[src/rtl/core/wcenv_pkg.sv]
// Shared types, constants and register codes for the waveform column envelope core.
// Used by every module of the core; depends on nothing.
`default_nettype none
package wcenv_pkg;

    localparam int SAMPLE_BITS  = 16;
    localparam int MAX_COLUMNS  = 4096;
    localparam int MAX_CHANNELS = 2;

    localparam int SUM_W   = 34;
    localparam int FRAME_W = 25;
    localparam int START_W = 24;
    localparam int FPC_W   = 16;
    localparam int HALF_W  = 11;
    localparam int CCNT_W  = 13;
    localparam int CLAMP_W = 17;
    localparam int COL_W   = 13;
    localparam int OUT_W   = 12;
    localparam int CH_W    = 2;
    localparam int MODE_W  = 2;
    localparam int CIDX_W  = 3;
    localparam int CDAT_W  = 25;

    localparam logic [FRAME_W-1:0] FRAME_MAX = {FRAME_W{1'b1}};
    localparam logic [FPC_W-1:0]   FIC_MAX   = {FPC_W{1'b1}};
    localparam logic [OUT_W-1:0]   HEIGHT_MAX = {OUT_W{1'b1}};

    // 10*log10(2) in Q16, and the decibel span 45 in Q32
    localparam int DBK_W  = 18;
    localparam int FULL_W = 38;
    localparam logic [DBK_W-1:0]  DB_K    = 18'd197283;
    localparam logic [FULL_W-1:0] DB_FULL = 38'd193273528320;
    localparam logic [5:0]        DB_RANGE = 6'd45;

    // render modes
    localparam logic [MODE_W-1:0] MODE_LIN   = 2'd0;
    localparam logic [MODE_W-1:0] MODE_DB    = 2'd1;
    localparam logic [MODE_W-1:0] MODE_QUICK = 2'd2;
    localparam logic [MODE_W-1:0] MODE_RSV   = 2'd3;

    // register indexes
    localparam logic [CIDX_W-1:0] REG_CHANNELS = 3'd0;
    localparam logic [CIDX_W-1:0] REG_FPC      = 3'd1;
    localparam logic [CIDX_W-1:0] REG_HALF     = 3'd2;
    localparam logic [CIDX_W-1:0] REG_COLS     = 3'd3;
    localparam logic [CIDX_W-1:0] REG_MODE     = 3'd4;
    localparam logic [CIDX_W-1:0] REG_START    = 3'd5;
    localparam logic [CIDX_W-1:0] REG_END      = 3'd6;

    // configuration after range fixing
    typedef struct packed {
        logic [CH_W-1:0]    ch;
        logic [FPC_W-1:0]   fpc;
        logic [HALF_W-1:0]  half;
        logic [CLAMP_W-1:0] cols;
        logic [MODE_W-1:0]  mode;
        logic [START_W-1:0] start;
        logic [FRAME_W-1:0] endf;
    } t_cfg;

    // one closed column waiting for its height
    typedef struct packed {
        logic [SUM_W-1:0] sum;
        logic [OUT_W-1:0] num;
        logic             fin;
    } t_col;

endpackage
`default_nettype wire

[src/rtl/core/wcenv_queue.sv]
// Two-entry queue of closed columns between front and back end.
// Depends on wcenv_pkg.
`default_nettype none
module wcenv_queue (
    input  wire                   i_clk,
    input  wire                   i_rst_n,
    input  wire                   i_push,
    input  wire  wcenv_pkg::t_col i_col,
    input  wire                   i_pop,
    output wcenv_pkg::t_col       o_head,
    output logic [1:0]            o_count
);
    wcenv_pkg::t_col r_mem [2];
    logic r_wp, r_rp;
    logic [1:0] r_cnt;

    assign o_head  = r_mem[r_rp];
    assign o_count = r_cnt;

    // store payload
    always_ff @(posedge i_clk) begin
        if (i_push) r_mem[r_wp] <= i_col;
    end

    // move pointers and count
    always_ff @(posedge i_clk) begin
        if (!i_rst_n) begin
            r_wp  <= 1'b0;
            r_rp  <= 1'b0;
            r_cnt <= '0;
        end else begin
            if (i_push) r_wp <= ~r_wp;
            if (i_pop)  r_rp <= ~r_rp;
            r_cnt <= r_cnt + {1'b0, i_push} - {1'b0, i_pop};
        end
    end

endmodule
`default_nettype wire

[config.mk]
export PLATFORM = sky130hd
export DESIGN_NAME = wcenv_queue
export DESIGN_NICKNAME = d
export VERILOG_FILES = /design/src/rtl/core/wcenv_pkg.sv /design/src/rtl/core/wcenv_queue.sv
export SDC_FILE = /design/constraint.sdc
export NUM_CORES = 1
export LEC_CHECK = 0
export BUFFER_PORTS_ARGS = -buffer_cell sky130_fd_sc_hd__buf_2
export CAP_MARGIN = 5
export CORE_MARGIN = 3
export CORE_UTILIZATION = 30
export DETAILED_ROUTE_END_ITERATION = 12
export GPL_TIMING_DRIVEN = 0
export MAX_ROUTING_LAYER = met4
export RECOVER_POWER = 25
export SLEW_MARGIN = 20
export SYNTH_ARGS = -nofsm -noshare
export SYNTH_HDL_FRONTEND = slang
export SYNTH_SLANG_ARGS = --single-unit
[constraint.sdc]
create_clock -name i_clk -period 3.7 [get_ports i_clk]
set_input_delay 0.185 -clock i_clk [delete_from_list [all_inputs] [get_ports i_clk]]
set_output_delay 0.185 -clock i_clk [all_outputs]
set_load 0.01 [all_outputs]
==> results.json <==
{
  "hpwl_um": 4360,
  "p_seq_share_pct": 50.8,
  "drtPass1Iterations": 3,
  "row_count": 40,
  "swShare_pct": 20.8,
  "fmax_mhz": 593,
  "path_class": "flop to output port",
  "grt_pass1_vias": 1937,
  "multi_input_area_um2": 759,
  "clockPowerShare_pct": 37.6,
  "power_switching_mw": 0.537,
  "powerDensity_mw_per_mm2": 538,
  "area_growth_syn_to_layout_pct": 28.3,
  "cts_sinks": 99,
  "status": "complete, no violations",
  "arrival_ns": 1.50,
  "drv_cap": 0,
  "hold-path-cell-count": 1,
  "seq_area_frac_synth_pct": 78.4,
  "dieArea_mm2": 0.0138,
  "ir_drop_v": 0.000311,
  "die_y_um": 118,
  "post_synth_num_cell_types": 13,
  "syn_area_mm2": 0.00373,
  "yosys_warnings": 0,
  "grt_pass1_wl_um": 10300,
  "fin_crit_sh_pct": 45.6,
  "numCtsBuffers": 9,
  "via_count": 1880,
  "finalHoldViolations": 0,
  "drc_errors": 0,
  "antenna_cells": 0,
  "root_buffer": "clkbuf_16",
  "grtUsageTotal_pct": 9.99,
  "setup.reg_to_reg.worst_slack_ns": 2.31,
  "layout_commonest_cell": "edfxtp_1",
  "synthCells": 165,
  "end_kind": "output port",
  "p_int_mw": 2.04,
  "antenna_found_initial": 0,
  "p_comb_share_pct": 11.6,
  "ant_nets": 0,
  "synth_area_per_cell_um2": 22.6,
  "wirelength_um": 6510,
  "maxSlewViolCount": 0,
  "slowest_stage": "dfxtp_1",
  "start_kind": "flop",
  "die_w_um": 118,
  "cts_resized": 0,
  "gp_congestion": 0.654,
  "viasPerCell": 4.18,
  "holdBufCountCts": 0,
  "clock_skew_ns": 0.00358,
  "initialDrtViolationCount": 82,
  "crit_top_cell": "buf_6",
  "slowest_delay_ns": 0.34,
  "worstPathMaxFanout": 10,
  "grt_max_degree": 48,
  "clock_path_buffers": 2,
  "io_pins": 100,
  "nFillCells": 1117,
  "worstPathCellList": "buf_6, buf_6, mux2_4, buf_2",
  "seq_area_mm2": 0.00292,
  "hold_path.class": "primary input to flop",
  "relSlewSlack_pct": 54.6,
  "fin_hold_ws_ns": 0.0356,
  "cp.required_ns": 3.51,
  "syn_nets": 218,
  "coreArea_mm2": 0.0121,
  "setup_viol": 0,
  "dp.cells": 434,
  "path_clk_slew_ns": 0.06,
  "p_leak_nw": 1.85,
  "tns_ns": 0,
  "tightest_slew_ns": 0.680,
  "period_needed_ns": 1.69,
  "portBuffers": 99,
  "postCtsSetupBuffers": 0,
  "layoutNonFillerInstCount": 450,
  "rsz0062_at_grt": "false",
  "wl_per_cell_um": 14.5,
  "insertion_delay_ns": 0.33,
  "finalNetCount": 330,
  "synth-seq-cells": 99,
  "ff2ff_path_depth": 1,
  "layout-drive-gt1-share_pct": 56.7,
  "grt_overflow": 0,
  "final_cell_mix": "edfxtp_1 (94), buf_2 (92), mux2_4 (30)",
  "cts_tree": "done",
  "cts_max_level": 3,
  "start_util_pct": 30.9
}
-- final cells by class --
| cell class | count | share of cell area [%] |
|---|---|---|
| clock buffers | 10 | 4.78 |
| inverters | 2 | 0.157 |
| repair buffers | 101 | 11.0 |
| well taps | 168 | 4.39 |
| flip-flops and latches | 99 | 61.1 |
| multi-input cells | 59 | 15.9 |
| clock inverters | 6 | 1.67 |
| plain buffers | 5 | 1.05 |
-- cell usage after synthesis --
master    count  area share, %
and2_1        4           0.67
buf_2         1           0.13
buf_6         4            1.2
dfxtp_1       5            2.7
edfxtp_1     94             76
ha_1          2           0.67
inv_1         2           0.20
mux2_2       17            5.1
mux2_4       30             12
nor2b_1       3           0.50
o21a_1        1           0.20
xnor3_1       1           0.60
xor2_1        1           0.23
-- final timing paths --
| kind | startpoint | to |
|---|---|---|
| worst max-delay path | flop | o_head[23] |
| worst min register to register | r_rp$_SDFFE_PN0P_ | flop |
| worst min-delay path | i_col[7] | r_mem[0][7]$_DFFE_PP_ |
| worst max register to register | r_wp$_SDFFE_PN0P_ | r_mem[1][0]$_DFFE_PP_ |
-- power groups by stage --
stage | registers, mW | clock network (mW) | logic [mW]
floorplan | 1.34 | 0 | 0.181
global placement | 1.34 | 0 | 0.295
detailed placement | 1.33 | 0 | 0.309
CTS | 1.31 | 1.01 | 0.310
global route | 1.31 | 1.05 | 0.326
finish | 1.31 | 0.968 | 0.300
-- logic make-up after synthesis --
logic type / Yosys count / share of synthesized area (%)
adder cells (fa/ha/maj): 2 / 0.671
AO/OA/AOI/OAI: 1 / 0.201
buffers and inverters: 7 / 1.54
multiplexers: 47 / 17.2
AND/OR/NAND/NOR: 7 / 1.17
XOR/XNOR: 2 / 0.839
flip-flops: 99 / 78.4
-- flip-flops by register name, summed over array words and instances, names as in the netlist, named ones only --
register  flops
o_count       2
r_mem        94
r_rp          1
r_wp          1
-- per-layer routing --
| layer | vias up | wire [µm] | track usage, % |
|---|---|---|---|
| li1 | 871 | - | - |
| met1 | 938 | 2840 | 11.8 |
| met2 | 60 | 3150 | 15.2 |
| met3 | 11 | 375 | 3.51 |
| met4 | 0 | 140 | 5.05 |
| met5 | - | 0 | - |
-- per-stage QoR --
stage	utilization [%]	setup slack [ns]	power [mW]	instance area, µm²
floorplan	-	0.811	1.52	3730
global placement	36.8	-0.652	1.63	4440
detailed placement	37.2	2.25	1.64	4490
CTS	39.8	1.96	2.63	4800
global route	39.7	1.92	2.69	4790
finish	39.7	2.01	2.58	4790
-- critical path: cells and delay by family, from the launching register on --
family	cells	cell delay, ns
muxes	1	0.31
buffers and inverters	3	0.51
DFF	1	0.34
Note: power is estimated with default switching activity, not from simulation.
