===== src/rtl/core/wcenv_pkg.sv =====
// Shared types, constants and register codes for the waveform column envelope core.
// Used by every module of the core; depends on nothing.
`default_nettype none
package wcenv_pkg;

    localparam int SAMPLE_BITS  = 16;
    localparam int MAX_COLUMNS  = 4096;
    localparam int MAX_CHANNELS = 2;

    localparam int SUM_W   = 34;
    localparam int FRAME_W = 25;
    localparam int START_W = 24;
    localparam int FPC_W   = 16;
    localparam int HALF_W  = 11;
    localparam int CCNT_W  = 13;
    localparam int CLAMP_W = 17;
    localparam int COL_W   = 13;
    localparam int OUT_W   = 12;
    localparam int CH_W    = 2;
    localparam int MODE_W  = 2;
    localparam int CIDX_W  = 3;
    localparam int CDAT_W  = 25;

    localparam logic [FRAME_W-1:0] FRAME_MAX = {FRAME_W{1'b1}};
    localparam logic [FPC_W-1:0]   FIC_MAX   = {FPC_W{1'b1}};
    localparam logic [OUT_W-1:0]   HEIGHT_MAX = {OUT_W{1'b1}};

    // 10*log10(2) in Q16, and the decibel span 45 in Q32
    localparam int DBK_W  = 18;
    localparam int FULL_W = 38;
    localparam logic [DBK_W-1:0]  DB_K    = 18'd197283;
    localparam logic [FULL_W-1:0] DB_FULL = 38'd193273528320;
    localparam logic [5:0]        DB_RANGE = 6'd45;

    // render modes
    localparam logic [MODE_W-1:0] MODE_LIN   = 2'd0;
    localparam logic [MODE_W-1:0] MODE_DB    = 2'd1;
    localparam logic [MODE_W-1:0] MODE_QUICK = 2'd2;
    localparam logic [MODE_W-1:0] MODE_RSV   = 2'd3;

    // register indexes
    localparam logic [CIDX_W-1:0] REG_CHANNELS = 3'd0;
    localparam logic [CIDX_W-1:0] REG_FPC      = 3'd1;
    localparam logic [CIDX_W-1:0] REG_HALF     = 3'd2;
    localparam logic [CIDX_W-1:0] REG_COLS     = 3'd3;
    localparam logic [CIDX_W-1:0] REG_MODE     = 3'd4;
    localparam logic [CIDX_W-1:0] REG_START    = 3'd5;
    localparam logic [CIDX_W-1:0] REG_END      = 3'd6;

    // configuration after range fixing
    typedef struct packed {
        logic [CH_W-1:0]    ch;
        logic [FPC_W-1:0]   fpc;
        logic [HALF_W-1:0]  half;
        logic [CLAMP_W-1:0] cols;
        logic [MODE_W-1:0]  mode;
        logic [START_W-1:0] start;
        logic [FRAME_W-1:0] endf;
    } t_cfg;

    // one closed column waiting for its height
    typedef struct packed {
        logic [SUM_W-1:0] sum;
        logic [OUT_W-1:0] num;
        logic             fin;
    } t_col;

endpackage
`default_nettype wire


===== src/rtl/core/wcenv_front.sv =====
// Front end: frame counting, window test, magnitude accumulation, column close.
// Depends on wcenv_pkg.
`default_nettype none
module wcenv_front #(
    parameter int SAMPLE_BITS = wcenv_pkg::SAMPLE_BITS
) (
    input  wire                           i_clk,
    input  wire                           i_rst_n,
    input  wire                           i_valid,
    output logic                          o_ready,
    input  wire  signed [SAMPLE_BITS-1:0] i_sample_first,
    input  wire  signed [SAMPLE_BITS-1:0] i_sample_second,
    input  wire  wcenv_pkg::t_cfg         i_cfg,
    input  wire                           i_space,
    output logic                          o_push,
    output wcenv_pkg::t_col               o_col
);
    localparam int MAG_W = SAMPLE_BITS + 1;

    logic [wcenv_pkg::FRAME_W-1:0] r_frame, n_frame;
    logic [wcenv_pkg::FPC_W-1:0]   r_fic, n_fic;
    logic [wcenv_pkg::SUM_W-1:0]   r_sum, n_sum;
    logic [wcenv_pkg::COL_W-1:0]   r_col, n_col;
    logic                          r_done, n_done;

    logic signed [MAG_W-1:0] ext_a, ext_b;
    logic [MAG_W-1:0]        mag_a, mag_b;
    logic [MAG_W:0]          mag;
    logic                    accept, in_win, last, close, fin, add;
    logic [wcenv_pkg::FPC_W-1:0]   fic_inc;
    logic [wcenv_pkg::SUM_W-1:0]   sum_acc;
    logic [wcenv_pkg::CLAMP_W-1:0] col_inc;

    assign o_ready = i_space;
    assign accept  = i_valid && i_space;

    // absolute values, full-scale negative maps to full scale
    assign ext_a = {i_sample_first[SAMPLE_BITS-1], i_sample_first};
    assign ext_b = {i_sample_second[SAMPLE_BITS-1], i_sample_second};
    assign mag_a = ext_a[MAG_W-1] ? MAG_W'(-ext_a) : MAG_W'(ext_a);
    assign mag_b = ext_b[MAG_W-1] ? MAG_W'(-ext_b) : MAG_W'(ext_b);
    assign mag   = {1'b0, mag_a} + ((i_cfg.ch > 2'd1) ? {1'b0, mag_b} : '0);

    // window and column close
    assign in_win  = !r_done && (r_frame >= {1'b0, i_cfg.start}) && (r_frame < i_cfg.endf);
    assign add     = (i_cfg.mode != wcenv_pkg::MODE_QUICK) || (r_fic == '0);
    assign sum_acc = add ? (r_sum + wcenv_pkg::SUM_W'(mag)) : r_sum;
    assign fic_inc = (r_fic < wcenv_pkg::FIC_MAX) ? r_fic + 1'b1 : r_fic;
    assign last    = ({1'b0, r_frame} + 1'b1) >= {1'b0, i_cfg.endf};
    assign close   = in_win && ((fic_inc >= i_cfg.fpc) || last);
    assign col_inc = {4'b0, r_col} + 1'b1;
    assign fin     = last || (col_inc >= i_cfg.cols);

    assign o_push    = accept && close;
    assign o_col.sum = sum_acc;
    assign o_col.num = r_col[wcenv_pkg::OUT_W-1:0];
    assign o_col.fin = fin;

    // advance the counters on every accepted frame
    always_comb begin
        n_frame = r_frame;
        n_fic   = r_fic;
        n_sum   = r_sum;
        n_col   = r_col;
        n_done  = r_done;
        if (accept) begin
            if (r_frame < wcenv_pkg::FRAME_MAX) n_frame = r_frame + 1'b1;
            if (in_win) begin
                if (close) begin
                    n_fic  = '0;
                    n_sum  = '0;
                    n_col  = col_inc[wcenv_pkg::COL_W-1:0];
                    n_done = fin;
                end else begin
                    n_fic = fic_inc;
                    n_sum = sum_acc;
                end
            end
        end
    end

    always_ff @(posedge i_clk) begin
        if (!i_rst_n) begin
            r_frame <= '0;
            r_fic   <= '0;
            r_sum   <= '0;
            r_col   <= '0;
            r_done  <= 1'b0;
        end else begin
            r_frame <= n_frame;
            r_fic   <= n_fic;
            r_sum   <= n_sum;
            r_col   <= n_col;
            r_done  <= n_done;
        end
    end

endmodule
`default_nettype wire


===== config.mk =====
export PLATFORM = sky130hd
export DESIGN_NAME = wcenv_front
export DESIGN_NICKNAME = d
export VERILOG_FILES = /design/src/rtl/core/wcenv_pkg.sv /design/src/rtl/core/wcenv_front.sv
export SDC_FILE = /design/constraint.sdc
export NUM_CORES = 1
export LEC_CHECK = 0
export ABC_AREA = 1
export BUFFER_PORTS_ARGS = -buffer_cell sky130_fd_sc_hd__buf_2
export CELL_PAD_IN_SITES_DETAIL_PLACEMENT = 0
export CELL_PAD_IN_SITES_GLOBAL_PLACEMENT = 1
export CORE_ASPECT_RATIO = 1.4
export CORE_MARGIN = 2
export CORE_UTILIZATION = 43
export DETAILED_ROUTE_END_ITERATION = 6
export GPL_TIMING_DRIVEN = 0
export PLACE_DENSITY_LB_ADDON = 0.25
export SLEW_MARGIN = 20
export SYNTH_ARGS = -nofsm -noshare
export SYNTH_HDL_FRONTEND = slang
export SYNTH_SLANG_ARGS = --single-unit

===== constraint.sdc =====
create_clock -name i_clk -period 9.89 [get_ports i_clk]
set_clock_uncertainty 0.05 [all_clocks]
set_input_delay 0.989 -clock i_clk [delete_from_list [all_inputs] [get_ports i_clk]]
set_output_delay 0.989 -clock i_clk [all_outputs]
set_load 0.02 [all_outputs]

==> results.py, run 1 <==
metrics = {
    "sta": {
        "worst_pin_slew_ns": 0.751,
        "grt_setup_unrepaired": "no",
        "whs_ns": 0.416,
        "slew_viol_final": 0,
        "max_freq_mhz": 162,
        "hold_viol": 0,
        "setup_tns_ns": 0,
        "finalSetupViolations": 0,
        "fin_crit_ns": 6.17,
        "fin_ws_ns": 3.72,
        "post-route-period-util": 0.624,
        "slew_headroom": 0.499,
    },
    "worst_setup_path": {
        "rrSetupSlack_ns": 5.93,
        "r2r.worst_path.cells": 18,
        "slowest_stage": "fa_1",
        "required_ns": 8.85,
        "max_stage_delay_ns": 0.51,
        "critical_path_arrival_ns": 5.14,
        "critPathKind": "primary input to output port",
        "cp_common_cell": "inv_1",
        "start_kind": "primary input",
        "end_kind": "output port",
        "crit_path_max_fanout": 5,
        "timing.rr.start": "r_fic[0]",
        "timing.rr.end": "r_sum[10]",
        "crit_chain": "buf_2 -> inv_1 -> ha_1 -> inv_1 -> nor3_1 -> nand2_1 -> nor3_1 -> nor2_1 -> nor2_1 -> o21ai_0 -> xor2_1 -> inv_1 -> fa_1 -> inv_1 -> ha_1 -> nand2_1 -> nor2_1 -> inv_1 -> nor2_1 -> nand4_1 -> nand3_1 -> nand2_1 -> xor2_1 -> buf_2",
    },
    "drt": {
        "viasPerCell": 4.91,
        "drtPass1Iterations": 7,
        "routedWlPerCell_um": 13.5,
        "ant_nets": 0,
        "vias": 11026,
        "drc": 0,
        "drt_iter0_drc": 431,
        "drt-total-wl_um": 30200,
    },
    "clock_network": {
        "hold_buffers": 0,
        "root_buffer": "clkbuf_16",
        "tritoncts": "yes",
        "clock_latency_ns": 0.36,
        "numCtsBuffers": 9,
        "cts_sinks": 89,
        "post_cts_buffers": 0,
        "cts_max_level": 3,
        "cts_max_path_buffers": 2,
        "cts_resized": 0,
        "clkTransAtPathRegs_ns": 0.07,
    },
    "synth": {
        "synth_common_cells": "514 x nand2_1, 322 x inv_1, 181 x nor2_1",
        "async_flop_share": 0,
        "synth_top_cell_by_area": "nand2_1",
        "syn_area_sq_um": 10600,
        "synth_top_area_frac": 0.183,
        "yosys_register_bits": 89,
        "syn_area_per_cell_sq_um": 6.03,
        "synth_cell_types": 47,
        "synth_flop_cell": "dfxtp_1",
        "synth_cells": 1751,
        "ys_warn_count": 0,
        "synth_edf_count": 0,
        "yosysMostFrequentCell": "nand2_1",
        "ys_seq_area_frac": 0.169,
        "synth_area_leaders": "nand2_1 18%, dfxtp_1 17%, ha_1 15%, inv_1 11%, nor2_1 6.4%",
    },
    "final_layout": {
        "finalNonFillerCells": 2245,
        "syn2layout_area_growth_pct": 14.7,
        "fillers": 2605,
        "final_layout_size_suffix_gt1_frac": 0.124,
        "post-route-util": 0.503,
        "antenna_cells": 0,
        "nNetsFinal": 2208,
    },
    "hold_path": {
        "hp-class": "register to register",
        "hold-path-cell-count": 2,
        "holdPathEnd": "r_fic[6]",
        "hold_path.startpoint": "r_fic[6]",
    },
    "status": {
        "run_status": "finished, final reports clean",
    },
    "placed_design": {
        "gp_congestion": 0.908,
        "place_inst": 2229,
        "pre_cts_slack_ns": 3.76,
        "port_buffers": 167,
        "hpwl_um": 25600,
    },
    "job": {
        "drv_cap": 0,
    },
    "global_routing": {
        "track_usage": 0.238,
        "grt_pass1_wl_um": 48800,
        "grt_pass1_vias": 10500,
        "grt_max_degree": 15,
        "grt_overflow_total": 0,
        "antenna_found_initial": 0,
    },
    "power": {
        "powerDensity_nw_per_um2": 100,
        "ir_drop_mv": 0.0871,
        "leakagePower_nw": 6.72,
    },
    "die": {
        "start_util": 0.439,
        "coreArea_sq_um": 24100,
        "dieArea_sq_um": 25800,
        "die_y_um": 189,
        "die_w_um": 136,
        "row_count": 67,
        "io_pins": 182,
    },
}
## worst max path at each step
stage / from / cells past startpoint / end / slack, ns
finish: i_sample_first[0] / 24 / o_col[34] / 3.72
global placement: i_sample_first[0] / 24 / o_col[34] / 3.77
floorplan: i_sample_first[1] / 22 / o_col[34] / 4.73
global route: i_sample_first[0] / 24 / o_col[34] / 3.40
CTS: i_sample_first[0] / 24 / o_col[34] / 3.72
detailed placement: i_sample_first[0] / 24 / o_col[34] / 3.76
## cells in the final DEF (no fill, tap or decap), types with 3 or more instances in the layout
master	netlist	routed
nand2_1	514	514
inv_1	322	322
nor2_1	181	181
buf_2	14	181
a21oi_1	130	130
ha_1	127	127
dfxtp_1	89	89
nand3_1	73	73
o21ai_0	51	51
xor2_1	42	42
nand4_1	32	32
nor3_1	28	28
fa_1	18	18
xnor2_1	14	14
clkbuf_1	12	14
buf_4	14	14
nand3b_1	9	9
clkbuf_16	0	9
nor4_1	7	7
buf_6	7	7
a21o_1	6	6
nor2_4	5	5
or2_2	5	5
a211oi_1	5	5
o22ai_1	4	4
a31oi_1	4	4
nand3_2	3	3
and2_1	3	3
o21bai_1	3	3
## stage by stage
stage / area [sq um] / power, W
floorplan: 10600 / 0.000696
global placement: 11800 / 0.000832
detailed placement: 11800 / 0.000836
CTS: 12100 / 0.00123
global route: 12100 / 0.00130
finish: 12100 / 0.00121
## per-layer routing
layer | global-route usage | vias to the layer above | wire length, um
met5 | 0 | - | 0
met4 | 0.0765 | 0 | 768
met3 | 0.0351 | 39 | 1100
met2 | 0.467 | 193 | 16100
met1 | 0.254 | 4950 | 12200
li1 | - | 5844 | -
## worst max-delay path: cells and delay by family
kind            cells  cell delay, ns
simple gates       11            1.86
buf+inv             7            0.67
xor+xnor            2            0.50
fa+ha+maj           3            0.98
compound gates      1            0.14
## layout make-up
cell class / instances / area, sq um / share of cell area
Multi-Input combinational cell: 1289 / 7260 / 0.599
Sequential cell: 89 / 1780 / 0.147
Inverter: 326 / 1220 / 0.101
Timing Repair Buffer: 167 / 836 / 0.0690
Tap cell: 310 / 388 / 0.0320
Buffer: 48 / 303 / 0.0250
Clock buffer: 12 / 246 / 0.0204
Clock inverter: 4 / 76.3 / 0.00630
## state kept, by name, summed over array words and instances, names as in the netlist
signal   cells
r_fic       16
r_col       13
r_sum       34
r_done       1
r_frame     25
## logic make-up after synthesis
kind of cell | after synthesis | synth area share
other | 1 | 0.000355
buffers and inverters | 374 | 0.145
adder cells (fa/ha/maj) | 145 | 0.185
flip-flops | 89 | 0.169
AND/OR/NAND/NOR | 873 | 0.348
XOR/XNOR | 56 | 0.0464
AO/OA/AOI/OAI | 213 | 0.108
## power breakdown
group / switching (W) / total [W] / internal, W
clock network: 0.000158 / 0.000387 / 0.000229
registers: 0.0000173 / 0.000386 / 0.000369
logic: 0.000282 / 0.000440 / 0.000158
total: 0.000458 / 0.00121 / 0.000756
Note: power is estimated with default switching activity, not from simulation.
==> run 2: changes to the inputs <==
--- a/config.mk
+++ b/config.mk
@@ -11,7 +11,7 @@
 export CELL_PAD_IN_SITES_GLOBAL_PLACEMENT = 1
 export CORE_ASPECT_RATIO = 1.4
 export CORE_MARGIN = 2
-export CORE_UTILIZATION = 43
+export CORE_UTILIZATION = 40
 export DETAILED_ROUTE_END_ITERATION = 6
 export GPL_TIMING_DRIVEN = 0
 export PLACE_DENSITY_LB_ADDON = 0.25
==> constraint.sdc (replaced) <==
create_clock -name i_clk -period 6 [get_ports i_clk]
set_clock_uncertainty 0.05 [all_clocks]
set_input_delay 0.6 -clock i_clk [delete_from_list [all_inputs] [get_ports i_clk]]
set_output_delay 0.6 -clock i_clk [all_outputs]
set_load 0.02 [all_outputs]
==> results.py, run 2 (synthesis results as in run 1) <==
metrics = {
    "sta": {
        "fin_ws_ns": 0.687,
        "grt_setup_unrepaired": "no",
        "hold_viol": 0,
        "slew_headroom": 0.476,
        "setup_tns_ns": 0,
        "finalSetupViolations": 0,
        "worst_pin_slew_ns": 0.786,
        "post-route-period-util": 0.885,
        "slew_viol_final": 0,
        "max_freq_mhz": 188,
        "fin_crit_ns": 5.31,
    },
    "power": {
        "powerDensity_nw_per_um2": 161,
        "combPwrFrac": 0.374,
        "leakagePower_nw": 6.70,
        "clock_power_share": 0.299,
        "seqPwrFrac": 0.327,
        "ir_drop_mv": 0.131,
        "p_sw_w": 0.000784,
        "internal-power_w": 0.00116,
        "power_switching_share": 0.402,
    },
    "worst_setup_path": {
        "timing.rr.start": "r_frame[0]",
        "crit_chain": "buf_2 -> inv_1 -> ha_1 -> inv_1 -> nor3_1 -> nand2_1 -> nor3_1 -> nor2_1 -> nor2_1 -> o21ai_0 -> xor2_1 -> inv_1 -> fa_1 -> inv_1 -> ha_1 -> nand2_1 -> nor2_1 -> nand2_1 -> nor2_1 -> nand2_1 -> nand3_1 -> nand2_1 -> xor2_1 -> buf_2",
        "slowest_stage": "fa_1",
        "crit_path_max_fanout": 5,
        "max_stage_delay_ns": 0.50,
        "critical_path_arrival_ns": 4.66,
        "startpoint": "i_sample_first[0]",
        "rrSetupSlack_ns": 1.97,
        "timing.rr.end": "r_col[8]",
        "required_ns": 5.35,
        "end_kind": "output port",
        "critPathKind": "primary input to output port",
        "r2r.worst_path.cells": 22,
        "cp_common_cell": "nand2_1",
        "start_kind": "primary input",
    },
    "hold_path": {
        "holdPathEnd": "r_sum[12]",
        "hold-path-cell-count": 2,
        "hold_path.startpoint": "r_sum[12]",
        "hp-class": "register to register",
    },
    "die": {
        "start_util": 0.406,
        "dieArea_sq_um": 27700,
        "die_w_um": 141,
        "coreArea_sq_um": 26000,
        "die_y_um": 196,
        "io_pins": 182,
        "row_count": 70,
    },
    "final_layout": {
        "largest_reg_flops": 34,
        "syn2layout_area_growth_pct": 14.5,
        "final_cell_mix": "514 x nand2_1, 322 x inv_1, 181 x nor2_1, 181 x buf_2, 130 x a21oi_1",
        "nNetsFinal": 2208,
        "top_regs": "r_sum: 34 flops, r_frame: 25 flops, r_fic: 16 flops",
        "fillers": 2868,
        "post-route-util": 0.465,
        "final_common_cell": "nand2_1",
        "final_layout_size_suffix_gt1_frac": 0.125,
        "antenna_cells": 0,
        "largest_register": "r_sum",
    },
    "drt": {
        "vias": 10943,
        "drt_iter0_drc": 436,
        "drtPass1Iterations": 5,
        "drt-total-wl_um": 31100,
        "drc": 0,
        "ant_nets": 0,
        "routedWlPerCell_um": 13.8,
        "viasPerCell": 4.84,
    },
    "status": {
        "run_status": "finished, final reports clean",
    },
    "clock_network": {
        "cts_sinks": 89,
        "numCtsBuffers": 9,
        "cts_max_level": 3,
        "cts_resized": 0,
        "clkTransAtPathRegs_ns": 0.07,
        "tritoncts": "yes",
        "root_buffer": "clkbuf_16",
        "hold_buffers": 0,
        "clock_latency_ns": 0.37,
        "cts_max_path_buffers": 2,
        "post_cts_buffers": 0,
    },
    "placed_design": {
        "pre_cts_slack_ns": 0.672,
        "port_buffers": 167,
        "hpwl_um": 26200,
        "gp_congestion": 0.893,
    },
    "global_routing": {
        "grt_pass1_vias": 10545,
        "track_usage": 0.228,
        "grt_pass1_wl_um": 50800,
        "antenna_found_initial": 0,
        "grt_max_degree": 17,
        "grt_overflow_total": 0,
    },
    "job": {
        "drv_cap": 0,
    },
}
## run 2: changes by cell type in the layout (fill, tap and decap cells not counted)
cell and change:
bufinv_16 -2, clkbuf_1 -2, clkinv_4 +1, clkinvlp_4 +1, inv_6 +2
## run 2: how the worst max path moves through the flow
stage / to / cells after the start / slack (ns)
floorplan: o_col[34] / 22 / 1.62
global placement: o_col[34] / 24 / 0.70
detailed placement: o_col[34] / 24 / 0.67
CTS: o_col[34] / 24 / 0.65
global route: o_col[34] / 24 / 0.27
finish: o_col[39] / 24 / 0.69
## run 2: final cells by class
type | count | area (sq um) | area share
tap | 324 | 405 | 0.0335
buffer | 48 | 303 | 0.0250
multi-input combinational | 1289 | 7260 | 0.600
timing repair buffer | 167 | 836 | 0.0691
inverter | 326 | 1220 | 0.101
sequential | 89 | 1780 | 0.147
clock inverter | 6 | 50.0 | 0.00414
clock buffer | 10 | 239 | 0.0198
## run 2: routing by layer
layer	GRT usage	wire length, um	vias to the layer above
met5	0	0	-
met4	0.0674	717	0
met3	0.0330	1130	33
met2	0.442	16500	181
met1	0.252	12700	4891
li1	-	-	5838
## run 2: power groups by stage
stage	clock network, W	registers (W)	logic [W]
floorplan	0	0.000639	0.000508
global placement	0	0.000650	0.000726
detailed placement	0	0.000650	0.000732
CTS	0.000596	0.000637	0.000736
global route	0.000625	0.000639	0.000837
finish	0.000583	0.000637	0.000730
## run 2: stage by stage
step / instances / cell area [sq um] / hold WS (ns) / total power [W]
after global routing: 2259 / 12100 / 0.438 / 0.00210
after detailed placement: 2243 / 11800 / 0.405 / 0.00138
after global placement: 2243 / 11800 / 0.404 / 0.00138
after CTS: 2259 / 12100 / 0.417 / 0.00197
final: 2259 / 12100 / 0.421 / 0.00195
after floorplan: 1752 / 10600 / 0.395 / 0.00115
## run 2: worst max-delay path: cells and delay by family
family	cells	cell delay, ns
XOR/XNOR	2	0.53
AND/OR/NAND/NOR	12	1.78
buffers and inverters	6	0.61
adder cells (fa/ha/maj)	3	0.99
AO/OA/AOI/OAI	1	0.15
